==> src/design/hdct_pkg.sv <==
// Shared types and constants for the hard-disk contact time engine.
package hdct_pkg;

   typedef enum logic [2:0] {
      OUT_HIT     = 3'd0,
      OUT_APART   = 3'd1,
      OUT_REJECT  = 3'd2,
      OUT_NO_ROOT = 3'd3,
      OUT_LATE    = 3'd4
   } hdct_outcome_type;

   localparam int REG_BOX_WIDTH  = 0;
   localparam int REG_BOX_HEIGHT = 1;

   localparam int QUEUE_DEPTH = 4;
   localparam int SQRT_STEPS  = 64;

   typedef struct packed {
      hdct_outcome_type   outcome;
      logic signed [31:0] bound;
      logic [62:0]        b_mag;
      logic [62:0]        dv2;
      logic [127:0]       disc;
   } hdct_job_type;

   typedef struct packed {
      hdct_outcome_type   outcome;
      logic signed [31:0] bound;
      logic [62:0]        b_mag;
      logic [62:0]        dv2;
      logic [127:0]       rad;
      logic [64:0]        rem;
      logic [63:0]        root;
   } hdct_sqrt_type;

endpackage

==> src/design/hdct_queue.sv <==
// Short word queue between the front classifier and the back solver.
module hdct_queue
   import hdct_pkg::*;
(
   input  logic         clock,
   input  logic         reset,
   input  logic         push_valid,
   input  hdct_job_type push_data,
   output logic         full,
   input  logic         pop,
   output logic         head_valid,
   output hdct_job_type head
);

   localparam int PW = $clog2(QUEUE_DEPTH);
   localparam int CW = $clog2(QUEUE_DEPTH + 1);

   hdct_job_type  mem_ff [QUEUE_DEPTH];
   logic [PW-1:0] wr_ptr_ff, wr_ptr_in;
   logic [PW-1:0] rd_ptr_ff, rd_ptr_in;
   logic [CW-1:0] count_ff, count_in;
   logic          do_push, do_pop;

   assign full       = (count_ff == CW'(QUEUE_DEPTH));
   assign head_valid = (count_ff != '0);
   assign do_push    = push_valid && !full;
   assign do_pop     = pop && head_valid;
   assign head       = mem_ff[rd_ptr_ff];

   always_comb begin
      wr_ptr_in = wr_ptr_ff;
      rd_ptr_in = rd_ptr_ff;
      if (do_push) begin
         wr_ptr_in = (wr_ptr_ff == PW'(QUEUE_DEPTH - 1)) ? '0 : wr_ptr_ff + 1'b1;
      end
      if (do_pop) begin
         rd_ptr_in = (rd_ptr_ff == PW'(QUEUE_DEPTH - 1)) ? '0 : rd_ptr_ff + 1'b1;
      end
      count_in = count_ff + CW'(do_push) - CW'(do_pop);
   end

   always_ff @(posedge clock) begin
      if (reset) begin
         wr_ptr_ff <= '0;
         rd_ptr_ff <= '0;
         count_ff  <= '0;
      end else begin
         wr_ptr_ff <= wr_ptr_in;
         rd_ptr_ff <= rd_ptr_in;
         count_ff  <= count_in;
      end
   end

   always_ff @(posedge clock) begin
      if (do_push) begin
         mem_ff[wr_ptr_ff] <= push_data;
      end
   end

`ifndef ASSERT_OFF
   a_count_range: assert property (@(posedge clock) disable iff (reset)
      count_ff <= CW'(QUEUE_DEPTH))
      else $error("queue count above depth");
   a_count_track: assert property (@(posedge clock) disable iff (reset)
      !$past(reset) |-> count_ff == $past(count_ff) + CW'($past(do_push)) - CW'($past(do_pop)))
      else $error("queue count does not follow push and pop");
   a_empty_ptrs: assert property (@(posedge clock) disable iff (reset)
      (count_ff == '0) |-> (wr_ptr_ff == rd_ptr_ff))
      else $error("empty queue with unequal pointers");
`endif

endmodule

==> config.mk <==
export PLATFORM = sky130hd
export DESIGN_NAME = hdct_queue
export DESIGN_NICKNAME = d
export VERILOG_FILES = /design/src/design/hdct_pkg.sv /design/src/design/hdct_queue.sv
export SDC_FILE = /design/constraint.sdc
export NUM_CORES = 1
export LEC_CHECK = 0
export BUFFER_PORTS_ARGS = -buffer_cell sky130_fd_sc_hd__buf_4
export CORE_ASPECT_RATIO = 0.6
export CORE_MARGIN = 10
export CORE_UTILIZATION = 57
export CTS_CLUSTER_SIZE = 30
export DETAILED_ROUTE_END_ITERATION = 7
export PLACE_DENSITY = 0.79
export SLEW_MARGIN = 5
export SYNTH_ARGS = -nofsm -noshare
export SYNTH_HDL_FRONTEND = slang
export SYNTH_SLANG_ARGS = --single-unit
==> constraint.sdc <==
create_clock -name clock -period 11.5 [get_ports clock]
set_input_delay 2.3 -clock clock [delete_from_list [all_inputs] [get_ports clock]]
set_output_delay 2.3 -clock clock [all_outputs]
set_load 0.01 [all_outputs]
* Yosys cells after proc, flatten, opt, wreduce, memory -nomap -nowiden
Memory sizes are Yosys's and may differ from the RTL's. A register that Yosys moved wholly into a read port is not among the register bits.
Index checks and enable logic that the tools add are counted.
** Word-level totals
- Bits in read-only memories :: 0
- Register bits after elaboration :: 7
- Word-level logic and storage cells :: 21
- Bits of input ports :: 293
- Latch bits :: 0
- Memories :: 1
- RAM bits :: 1156
- Output and inout port bits :: 291
** Operators by class
- $lt $le $gt $ge :: 0
- Multiplexer cells :: 6
- Reduce and logical (&&, ||, !) cells :: 4
- Divide/modulo/power cells :: 0
- Equal/unequal tests :: 3
- Shifts and indexed selects :: 0
- Bitwise gates (word level) :: 0
- $add $sub $neg :: 4
- $mul :: 0
** Memories
- mem_ff :: depth 4, width 289, rd ports 1, clocked after memory_dff 1, write ports 1, line hdct_queue.sv:18 : hdct_job_type mem_ff [QUEUE_DEPTH];
** Operators with widths (count)
- $mux 2 :: 4
- $add 2x1->2 const B :: 2
- $eq 2x2->1 const B :: 2
- $add 3x1->3 :: 1
- $eq 3x3->1 const B :: 1
- $reduce_bool 3->1 :: 1
- $sub 3x1->3 :: 1
- $logic_and 1x1->1 :: 2
- $mux 1 :: 2
- $logic_not 1->1 :: 1

* Longest topological paths before layout
Gate-level depths: netlist of run 1.
- Word-level depth :: 5
- Gate-level depth with buffers :: 12
- Gate-level depth less buffers :: 11

* Worst setup path before layout of run 1
Ideal clock, no wire load.
- Path type :: input to register
- Start :: in push_valid
- End :: mem mem_ff[3][0] (netlist name), enable pin
- Slack :: 1.886 ns
- Stages on the path :: 1
- Data arrival time :: 8.925 ns
- Data required time :: 10.811 ns
- Buffers on the path :: 0
- Cells stage by stage :: and3_1
** Between the ends
- Cells in the longest elaborated chain, start to end :: 3
** Ends and longest elaborated chain
- from (decl) :: line hdct_queue.sv:7 : input logic push_valid,
- $logic_and 1x1->1 :: line hdct_queue.sv:26 : assign do_push = push_valid && !full;
- $mux 1 :: line hdct_queue.sv:55 : if (do_push) begin
- $mux 1 (not written as such) :: line hdct_queue.sv:56 : mem_ff[wr_ptr_ff] <= push_data;
- to (decl) :: line hdct_queue.sv:18
Every way passes these cells.

==> metrics.txt, run 1 <==
final antenna-violating net count=0; nets@finish=2,496; Worst Hold Class=register to register; Synth warnings=0; commonest non-fill, non-tap cell in the layout=edfxtp_1; die height=230.7 um; I/O pins=about 580; Reg2Reg Capture Point=mem_ff[0][210]; total global routing overflow=0; IO buf count=between 500 and 600; Worst VDD drop=around 0.15 mV; sequential area share after synthesis=0.8275; die width=around 370 um; most used cell, CP=buf_4; Synth area leader=edfxtp_1; Via density=5.888; CP Data Arrival Time=approximately 3.7 ns; area grow syn2layout=20.20%; Max Freq=167.9 MHz; top routing layer in use=met5; Worst R2R Start=count_ff[1]; Synth Instances=1,560; status=finished, final reports clean; Met3 Wirelength=8.700 mm; critical path peak fanout=100; WP data required=9.20 ns; worst clock skew=0.02004 ns; Crit-path slowest cell=dfxtp_4; clock-pin slew on the worst setup and hold paths=0.06 ns; max incr delay on CP=0.66 ns; Metal-1 WL=about 34 mm; met2 WL=47.54 mm; DP Wirelength=56.86 mm; top cells by area, synth=edfxtp_1, mux4_2, buf_6; Worst Setup Path Type=register to output port; die footprint=85,610 um2; unrepaired setup endpoints after global routing=false; Final setup viols=0; Clock Root Buffer=clkbuf_16; DRC Markers=0; Worst setup SP type=register; Rows=77; Syn Std Cell Area=42,170 um2; Mapped Nets=1,861; drt total wl=91.87 mm; # Post-CTS Setup Buffers=0; Power, Total=11.22 mW; core area=73,510 um2; worst skew pair latency=0.64 ns; detailed router's first-iteration violation count=1,660; most frequent cells in the layout=edfxtp_1, buf_4, mux4_2; Initial Util=0.5736; vias in the first global route=~20,000; final-report max-slew violation count=0; CP Capture Type=output port; CP Buf/Inv Count=3; Hold Startpoint=rd_ptr_ff[0]; Tcrit/Tclk final=0.5179; RD Place Congestion=0.7655; Post-Synthesis Mean Instance Area=27.03 um2; setup TNS=0 ns; CP cell instances=buf_4 > buf_12 > mux4_2 > buf_4; fin crit period=5.956 ns; hold buffer count at cts=0; Final Instance Area=50,680 um2; Max Root-Sink Buffers=3; Placed Area=about 48,000 um2; Slew @ Worst Pin=1.157 ns; #FFs+latches synth=1,165; largest net degree at the start of global routing=152; max_cap viols=0; TritonRoute pass-1 iters=5; Yosys cell types=25; top-area cell type share of the netlist area=0.8232; DR WL/cell=28.14 um; layout cells sized above 1=0.4529; cells on worst reg2reg path=4; CP top delay family=buffers and inverters; total power divided by cell area=221.4 nW/um2; TritonCTS clock tree=done; Final Hold Fails=0; GRT Total Usage=0.2108; H-tree level count=3; initial antenna violation count=12; CTS resizes=0; Hold Path Depth=2; Worst slew margin=0.2286; CTS buffer count=98; LEAKAGE=16.77 nW; clock net sink count=1,165; global-route wire length before repair=134.2 mm; via count=19,230; R2R setup slack=7.60 ns
==> Yosys cell counts (all sizes together) <==
| master | number |
|---|---|
| nor2 | 3 |
| buf | 55 |
| ha | 7 |
| nand2 | 1 |
| nand3 | 2 |
| o31ai | 2 |
| fa | 1 |
| clkbuf | 11 |
| edfxtp | 1156 |
| nor3 | 2 |
| mux2i | 1 |
| or3b | 1 |
| dfxtp | 9 |
| xor2 | 1 |
| nor2b | 1 |
| a21o | 1 |
| or3 | 2 |
| inv | 7 |
| mux4 | 289 |
| and3 | 4 |
| and2 | 2 |
| a21oi | 2 |
==> area by class of cell <==
class / instances / area [um2]
Inverter: 7 / 26.28
Multi-Input combinational cell: 322 / 6793
Sequential cell: 1165 / 34900
Clock buffer: 129 / 2663
Clock inverter: 48 / 451.7
Antenna cell: 6 / 15.01
Fill cell: 4225 / 22830
Timing Repair Buffer: 601 / 4599
Tap cell: 987 / 1235
==> worst min-delay path: stages, from the launching register on <==
cell     delay, ns
dfxtp_1       0.33
nand2_1       0.06
a21oi_1       0.07
==> flip-flops by register name, indices dropped and copies added (netlist names), named ones only <==
signal / flops
wr_ptr_ff: 2
count_ff: 3
rd_ptr_ff: 2
mem_ff: 1156
==> report_power, final <==
part	switching, mW	leakage [nW]	total, mW	internal (mW)
clock network	1.43	1.51	3.22	1.79
logic	1.35	4.60	2.66	1.31
registers	0.144	10.7	5.34	5.20
==> how the worst max path moves through the flow <==
stage | start | end | slack [ns] | cells after the start
final | register | head[151] | 5.54 | 4
after floorplan | push_valid | mem_ff[3][0] | 1.89 | 1
after detailed placement | push_valid | mem_ff[0][279] | 5.98 | 4
after CTS | register | head[90] | 5.44 | 4
after global placement | push_valid | mem_ff[0][208] | 5.96 | 4
after global routing | register | head[90] | 5.20 | 4
==> cell families (layout without fill, tap and decap cells) <==
group	Yosys count	count (layout)	synth area share
other cells	0	6	0
compound gates	5	5	0.0008903
mux	290	290	0.1546
flops	1165	1165	0.8275
fa+ha+maj	8	8	0.002552
simple gates	18	18	0.002374
buf+inv	73	785	0.01187
xor+xnor	1	1	0.0002077
==> layer usage <==
layer | vias up | track usage
met5 | - | 0.003957
met2 | 809 | 0.3469
met1 | 10220 | 0.2761
li1 | 8063 | -
met4 | 14 | 0.05113
met3 | 116 | 0.06521
==> stage by stage <==
| step | hold WS, ns | util | worst slack [ns] | cells |
|---|---|---|---|---|
| after detailed placement | 0.4914 | 0.6469 | 5.984 | 3082 |
| after floorplan | 0.4634 | - | 1.886 | 1560 |
| after CTS | 0.5003 | 0.6893 | 5.439 | 3259 |
| final | 0.5042 | 0.6895 | 5.544 | 3265 |
| after global placement | 0.4677 | 0.6469 | 5.963 | 3082 |
| after global routing | 0.5522 | 0.6894 | 5.199 | 3261 |
Power figures use the tool's default switching activity.
==> inputs of run 2 (changes only) <==
--- a/config.mk
+++ b/config.mk
@@ -5,13 +5,14 @@
 export SDC_FILE = /design/constraint.sdc
 export NUM_CORES = 1
 export LEC_CHECK = 0
+export ABC_AREA = 1
 export BUFFER_PORTS_ARGS = -buffer_cell sky130_fd_sc_hd__buf_4
 export CORE_ASPECT_RATIO = 0.6
 export CORE_MARGIN = 10
-export CORE_UTILIZATION = 57
+export CORE_UTILIZATION = 52
 export CTS_CLUSTER_SIZE = 30
 export DETAILED_ROUTE_END_ITERATION = 7
-export PLACE_DENSITY = 0.79
+export PLACE_DENSITY = 0.76
 export SLEW_MARGIN = 5
 export SYNTH_ARGS = -nofsm -noshare
 export SYNTH_HDL_FRONTEND = slang
==> constraint.sdc (replaced) <==
create_clock -name clock -period 5.3 [get_ports clock]
set_input_delay 1.06 -clock clock [delete_from_list [all_inputs] [get_ports clock]]
set_output_delay 1.06 -clock clock [all_outputs]
set_load 0.01 [all_outputs]
==> run 2 against run 1 <==
Against the previous run: register-to-register slack got worse by 5.0 ns; final area is 2.1% higher; core utilization decreased by 5.6 points; clock power increased by 130%; wire length increased by 11%; synthesized area up 2.0%; largest power group unchanged.
==> metrics.txt, run 2 <==
commonest non-fill, non-tap cell in the layout=edfxtp_1; drt total wl=101.9 mm; I/O pins=584; Worst Hold Class=register to register; most frequent cell after synthesis=edfxtp_1; #FFs+latches synth=between 1,000 and 1,500; worst skew pair latency=0.69 ns; WP data required=4.24 ns; total global routing overflow=0; CP top delay family=flip-flops; final-report max-slew violation count=0; CP Capture Type=output port; Max Freq=231.4 MHz; Worst VDD drop=0.5233 mV; CP Buf/Inv Count=2; Clock Root Buffer=clkbuf_16; GRT Total Usage=0.2056; most frequent cells in the layout=edfxtp_1, buf_4, nor2_1; die width=about 390 um; critical path peak fanout=around 220; Post-synth ARST share=0; TritonCTS clock tree=done; unrepaired setup endpoints after global routing=false; vias in the first global route=roughly 25,000; final instance count without filler cells=4,561; LEAKAGE=between 15 and 20 nW; DR WL/cell=22.34 um; area of the multi-input gates=7174 um2; max_cap viols=0; Synth area leader=edfxtp_1; CTS resizes=0; Worst slew margin=0.2019; largest net degree at the start of global routing=218; Post-Synthesis Mean Instance Area=15.02 um2; CTS buffer count=100; core area=just over 80,000 um2; global-route wire length before repair=152.5 mm; die height=around 240 um; CP Data Arrival Time=3.26 ns; die footprint=95,000 um2; # Post-CTS Setup Buffers=0; predominant post-synthesis flop cell=edfxtp_1; worst clock skew=around 0.028 ns; Commonest cells post-synth=edfxtp_1, nor2_1, o21ai_0; top cells by area, synth=edfxtp_1, o21ai_0, nor2_1; area grow syn2layout=20.29%; H-tree level count=3; filler cell count=5,707; Final Hold Fails=0; dpl cells=between 4,000 and 5,000; Worst setup SP type=register; Max Root-Sink Buffers=3; fin crit period=4.322 ns; via count=25,850; setup TNS=0 ns; Storage cell area=around 35,000 um2; sequential area share after synthesis=0.8112; Post-synth EDFFs=1,156; status=finished, final reports clean; Mapped Nets=roughly 3,200; CP cell instances=buf_12 > o21ai_0 > o22ai_1 > buf_4; nets@finish=between 3,000 and 4,000; hold buffer count at cts=0; max incr delay on CP=0.78 ns; Slew @ Worst Pin=1.197 ns; RD Place Congestion=0.7650; Placed Area=48,320 um2; TritonRoute pass-1 iters=5; max reg flops=1,156; total power divided by cell area=511.8 nW/um2; Tcrit/Tclk final=0.8155; IO buf count=just under 600; Synth Instances=roughly 2,900; Initial Util=0.5266; clock net sink count=approximately 1,200; detailed router's first-iteration violation count=roughly 2,300; DRC Markers=0; largest reg by FF count=mem_ff; Synth warnings=0; Crit-path slowest cell=dfxtp_4; Yosys cell types=18; Via density=5.668; Rows=81; initial antenna violation count=8; Syn Std Cell Area=43,020 um2; largest registers=mem_ff (1156), count_ff (3); final antenna-violating net count=0; clock-pin slew on the worst setup and hold paths=about 0.070 ns; Final setup viols=0; Final Instance Area=51,750 um2; layout cells sized above 1=0.2206; top-area cell type share of the netlist area=0.8070; DP Wirelength=60.30 mm; Worst Setup Path Type=register to output port
-- run 2: changes by cell type after synthesis, moves of 4 or more --
| cell | before | now |
|---|---|---|
| and3_1 | 4 | 0 |
| buf_2 | 30 | 51 |
| buf_4 | 0 | 30 |
| buf_6 | 25 | 4 |
| clkbuf_1 | 10 | 106 |
| inv_1 | 7 | 17 |
| mux4_2 | 289 | 0 |
| nand2_1 | 1 | 12 |
| nor2_1 | 3 | 590 |
| o21ai_0 | 0 | 448 |
| o21ai_1 | 0 | 131 |
| o22ai_1 | 0 | 289 |
-- run 2: worst paths after layout --
path / start / endpoint / slack [ns] / cells past startpoint
min reg2reg: rd_ptr_ff[1] / register / 0.53 / 2
min: rd_ptr_ff[1] / register / 0.53 / 2
max: register / head[190] / 0.98 / 4
max reg2reg: count_ff[1] / mem_ff[1][31] / 2.59 / 5
-- run 2: cells by family after synthesis --
logic type | count (synthesis) | share of synthesized area
adders and majority gates | 8 | 0.002501
DFF | 1165 | 0.8112
AOI/OAI and AO/OA | 874 | 0.1102
and+or+nand+nor | 606 | 0.05300
buffers and inverters | 210 | 0.02312
-- run 2: worst min-delay path, stage by stage, from the launching register on --
cell and delay [ns]:
dfxtp_1 0.32, a21oi_1 0.11, nor2_1 0.07
-- run 2: final cells by class --
class | instances | share of cell area
tap | 1079 | 0.02609
clock inverter | 62 | 0.01451
antenna | 9 | 0.0004352
sequential | 1165 | 0.6745
clock buffer | 124 | 0.05133
multi-input combinational | 1488 | 0.1386
inverter | 19 | 0.001668
timing repair buffer | 615 | 0.09285
-- run 2: routing by layer --
metal	global-route usage	share of wire
met4	0.07309	0.032
met2	0.3285	0.49
met5	0	0
met3	0.04449	0.076
met1	0.2784	0.40
-- run 2: stage by stage --
step | total power, mW | setup WS [ns] | util | hold slack (ns)
global placement | 19.09 | 1.874 | 0.5915 | 0.5102
finish | 26.48 | 0.9781 | 0.6335 | 0.5302
floorplan | 15.61 | -0.5670 | - | 0.4827
detailed placement | 19.20 | 1.846 | 0.5915 | 0.5261
CTS | 26.71 | 1.037 | 0.6332 | 0.4922
global route | 27.67 | 0.8339 | 0.6334 | 0.5088
-- run 2: report_power, final --
group / switching, mW / internal [mW]
Sequential: 0.257 / 11.2
Combinational: 4.70 / 2.75
Clock: 3.22 / 4.32
==> inputs of run 3 (changes only) <==
--- a/config.mk
+++ b/config.mk
@@ -9,10 +9,10 @@
 export BUFFER_PORTS_ARGS = -buffer_cell sky130_fd_sc_hd__buf_4
 export CORE_ASPECT_RATIO = 0.6
 export CORE_MARGIN = 10
-export CORE_UTILIZATION = 52
+export CORE_UTILIZATION = 57
 export CTS_CLUSTER_SIZE = 30
 export DETAILED_ROUTE_END_ITERATION = 7
-export PLACE_DENSITY = 0.76
+export PLACE_DENSITY = 0.79
 export SLEW_MARGIN = 5
 export SYNTH_ARGS = -nofsm -noshare
 export SYNTH_HDL_FRONTEND = slang
==> constraint.sdc (replaced) <==
create_clock -name clock -period 4 [get_ports clock]
set_input_delay 0.8 -clock clock [delete_from_list [all_inputs] [get_ports clock]]
set_output_delay 0.8 -clock clock [all_outputs]
set_load 0.01 [all_outputs]
==> run 3 against run 2 <==
Against the previous run: flip-flop and latch count unchanged; register-to-register slack got worse by 1.1 ns; largest power group unchanged; first-iteration DRC count grew 7.6%; sequential share of layout area is 0.17 points higher; non-clock buffer count rose by 17; die area down 8.2%; clock-buffer cell count up 11; hold slack lost 0.25 ns; global-route usage grew 2.5 points.
==> metrics.txt, run 3 (synthesis gave the netlist of run 2 again) <==
initial antenna violation count=18; CTS buffer count=99; clock-pin slew on the worst setup and hold paths=0.06 ns; Worst setup SP type=register; cells on worst reg2reg path=5; Tcrit/Tclk final=0.9041; Clock Root Buffer=clkbuf_16; Max Freq=between 200 and 300 MHz; Final setup viols=0; I/O pins=584; # Post-CTS Setup Buffers=0; Max Root-Sink Buffers=3; Final Hold Fails=0; Hold Startpoint=reset; Worst Hold Class=primary input to register; worst clock skew=between 0.02 and 0.03 ns; fin crit period=3.617 ns; R2R setup slack=1.51 ns; Worst R2R Start=count_ff[1]; CP Capture Type=output port; area grow syn2layout=19.99%; total global routing overflow=0; DRC Markers=0; die height=about 230 um; worst hold endpoint=count_ff[1]; Reg2Reg Capture Point=mem_ff[1][251]; worst skew pair latency=0.69 ns; global-route wire length before repair=155.4 mm; Hold Path Depth=2; IO buf count=583; Via density=5.899; most frequent cells in the layout=edfxtp_1, buf_4, nor2_1; Rows=77; Worst VDD drop=between 0.5 and 0.6 mV; die width=374.7 um; CP Data Arrival Time=between 2 and 3 ns; layout cells sized above 1=0.2223; LEAKAGE=17.85 nW; TritonCTS clock tree=done; final-report max-slew violation count=0; TritonRoute pass-1 iters=6; max reg flops=1,156; die footprint=87,210 um2; clock net sink count=1,165; Initial Util=0.5799; critical path peak fanout=171; Worst Setup Path Type=register to output port; via count=26,500; largest reg by FF count=mem_ff; max_cap viols=0; WP data required=~3.2 ns; largest net degree at the start of global routing=between 200 and 250; RD Place Congestion=0.8006; drt total wl=105.6 mm; dpl cells=4,291; vias in the first global route=25,210; CTS resizes=0; final instance count without filler cells=4,492; final antenna-violating net count=0; core area=74,180 um2; Slew @ Worst Pin=between 1 and 1.5 ns; nets@finish=3,706; unrepaired setup endpoints after global routing=false; H-tree level count=3; GRT Total Usage=0.2302; detailed router's first-iteration violation count=2,479; commonest non-fill, non-tap cell in the layout=edfxtp_1; status=finished, final reports clean; largest registers=mem_ff (1156), count_ff (3); hold buffer count at cts=0; DP Wirelength=approximately 63 mm; DR WL/cell=roughly 24 um; total power divided by cell area=671.3 nW/um2; Worst slew margin=0.2692; Power, Total=34.65 mW
==> run 3: changes by cell type in the layout (fill, tap and decap cells not counted), moves of 3 or more <==
cell,delta
buf_4,+7
clkbuf_8,+4
diode_2,+10
clkinv_1,-4
bufinv_16,-10
inv_6,+3
clkbuf_1,+8
clkinv_2,-4
buf_12,+10
clkinv_8,+3
==> run 3: area by class of cell <==
class / count / area [um2]
clock buffer: 135 / 2716
multi-input combinational: 1488 / 7174
tap: 987 / 1235
inverter: 19 / 86.33
antenna: 19 / 47.55
clock inverter: 47 / 399.1
fill: 4654 / 22570
sequential: 1165 / 34900
timing repair buffer: 632 / 5057
==> run 3: report_power, final <==
part           internal [mW]  switching [mW]
Combinational           3.76            6.42
Sequential              14.9           0.314
Clock                   5.10            4.18
==> run 3: critical path: stages (launching register included) <==
cell,delay [ns]
dfxtp_4,0.60
buf_12,0.59
o21ai_0,0.23
o22ai_1,0.36
buf_4,0.19
==> run 3: layer usage <==
metal	routed length (um)	track usage	vias up	part of all wire
met5	13	0	-	0.00012
met4	2956	0.07983	2	0.028
met3	8504	0.05567	180	0.081
met2	52750	0.3743	1232	0.50
met1	41370	0.3052	13110	0.39
li1	-	-	11980	-
==> run 3: worst max path at each step <==
stage	slack, ns	depth (start not counted)	end	startpoint
after global placement	1.17	5	head[3]	register
after global routing	0.24	4	head[161]	register
after CTS	0.35	4	head[160]	register
final	0.38	4	head[160]	register
after detailed placement	1.14	4	head[156]	register
after floorplan	-1.61	2	mem_ff[0][0]	push_valid
==> run 3: per-stage QoR <==
| step | hold WS (ns) | cell area (um2) | setup WS [ns] | setup TNS (ns) | util |
|---|---|---|---|---|---|
| 6_report | 0.2804 | 51620 | 0.3835 | 0 | 0.6958 |
| 5_1_grt | 0.2474 | 51610 | 0.2368 | 0 | 0.6957 |
| 4_1_cts | 0.2346 | 51570 | 0.3474 | 0 | 0.6952 |
| 3_5_place_dp | 0.5266 | 48450 | 1.142 | 0 | 0.6532 |
| 3_3_place_gp | 0.5266 | 48450 | 1.170 | 0 | 0.6532 |
| 2_1_floorplan | 0.4827 | 43060 | -1.607 | -1844.36 | - |
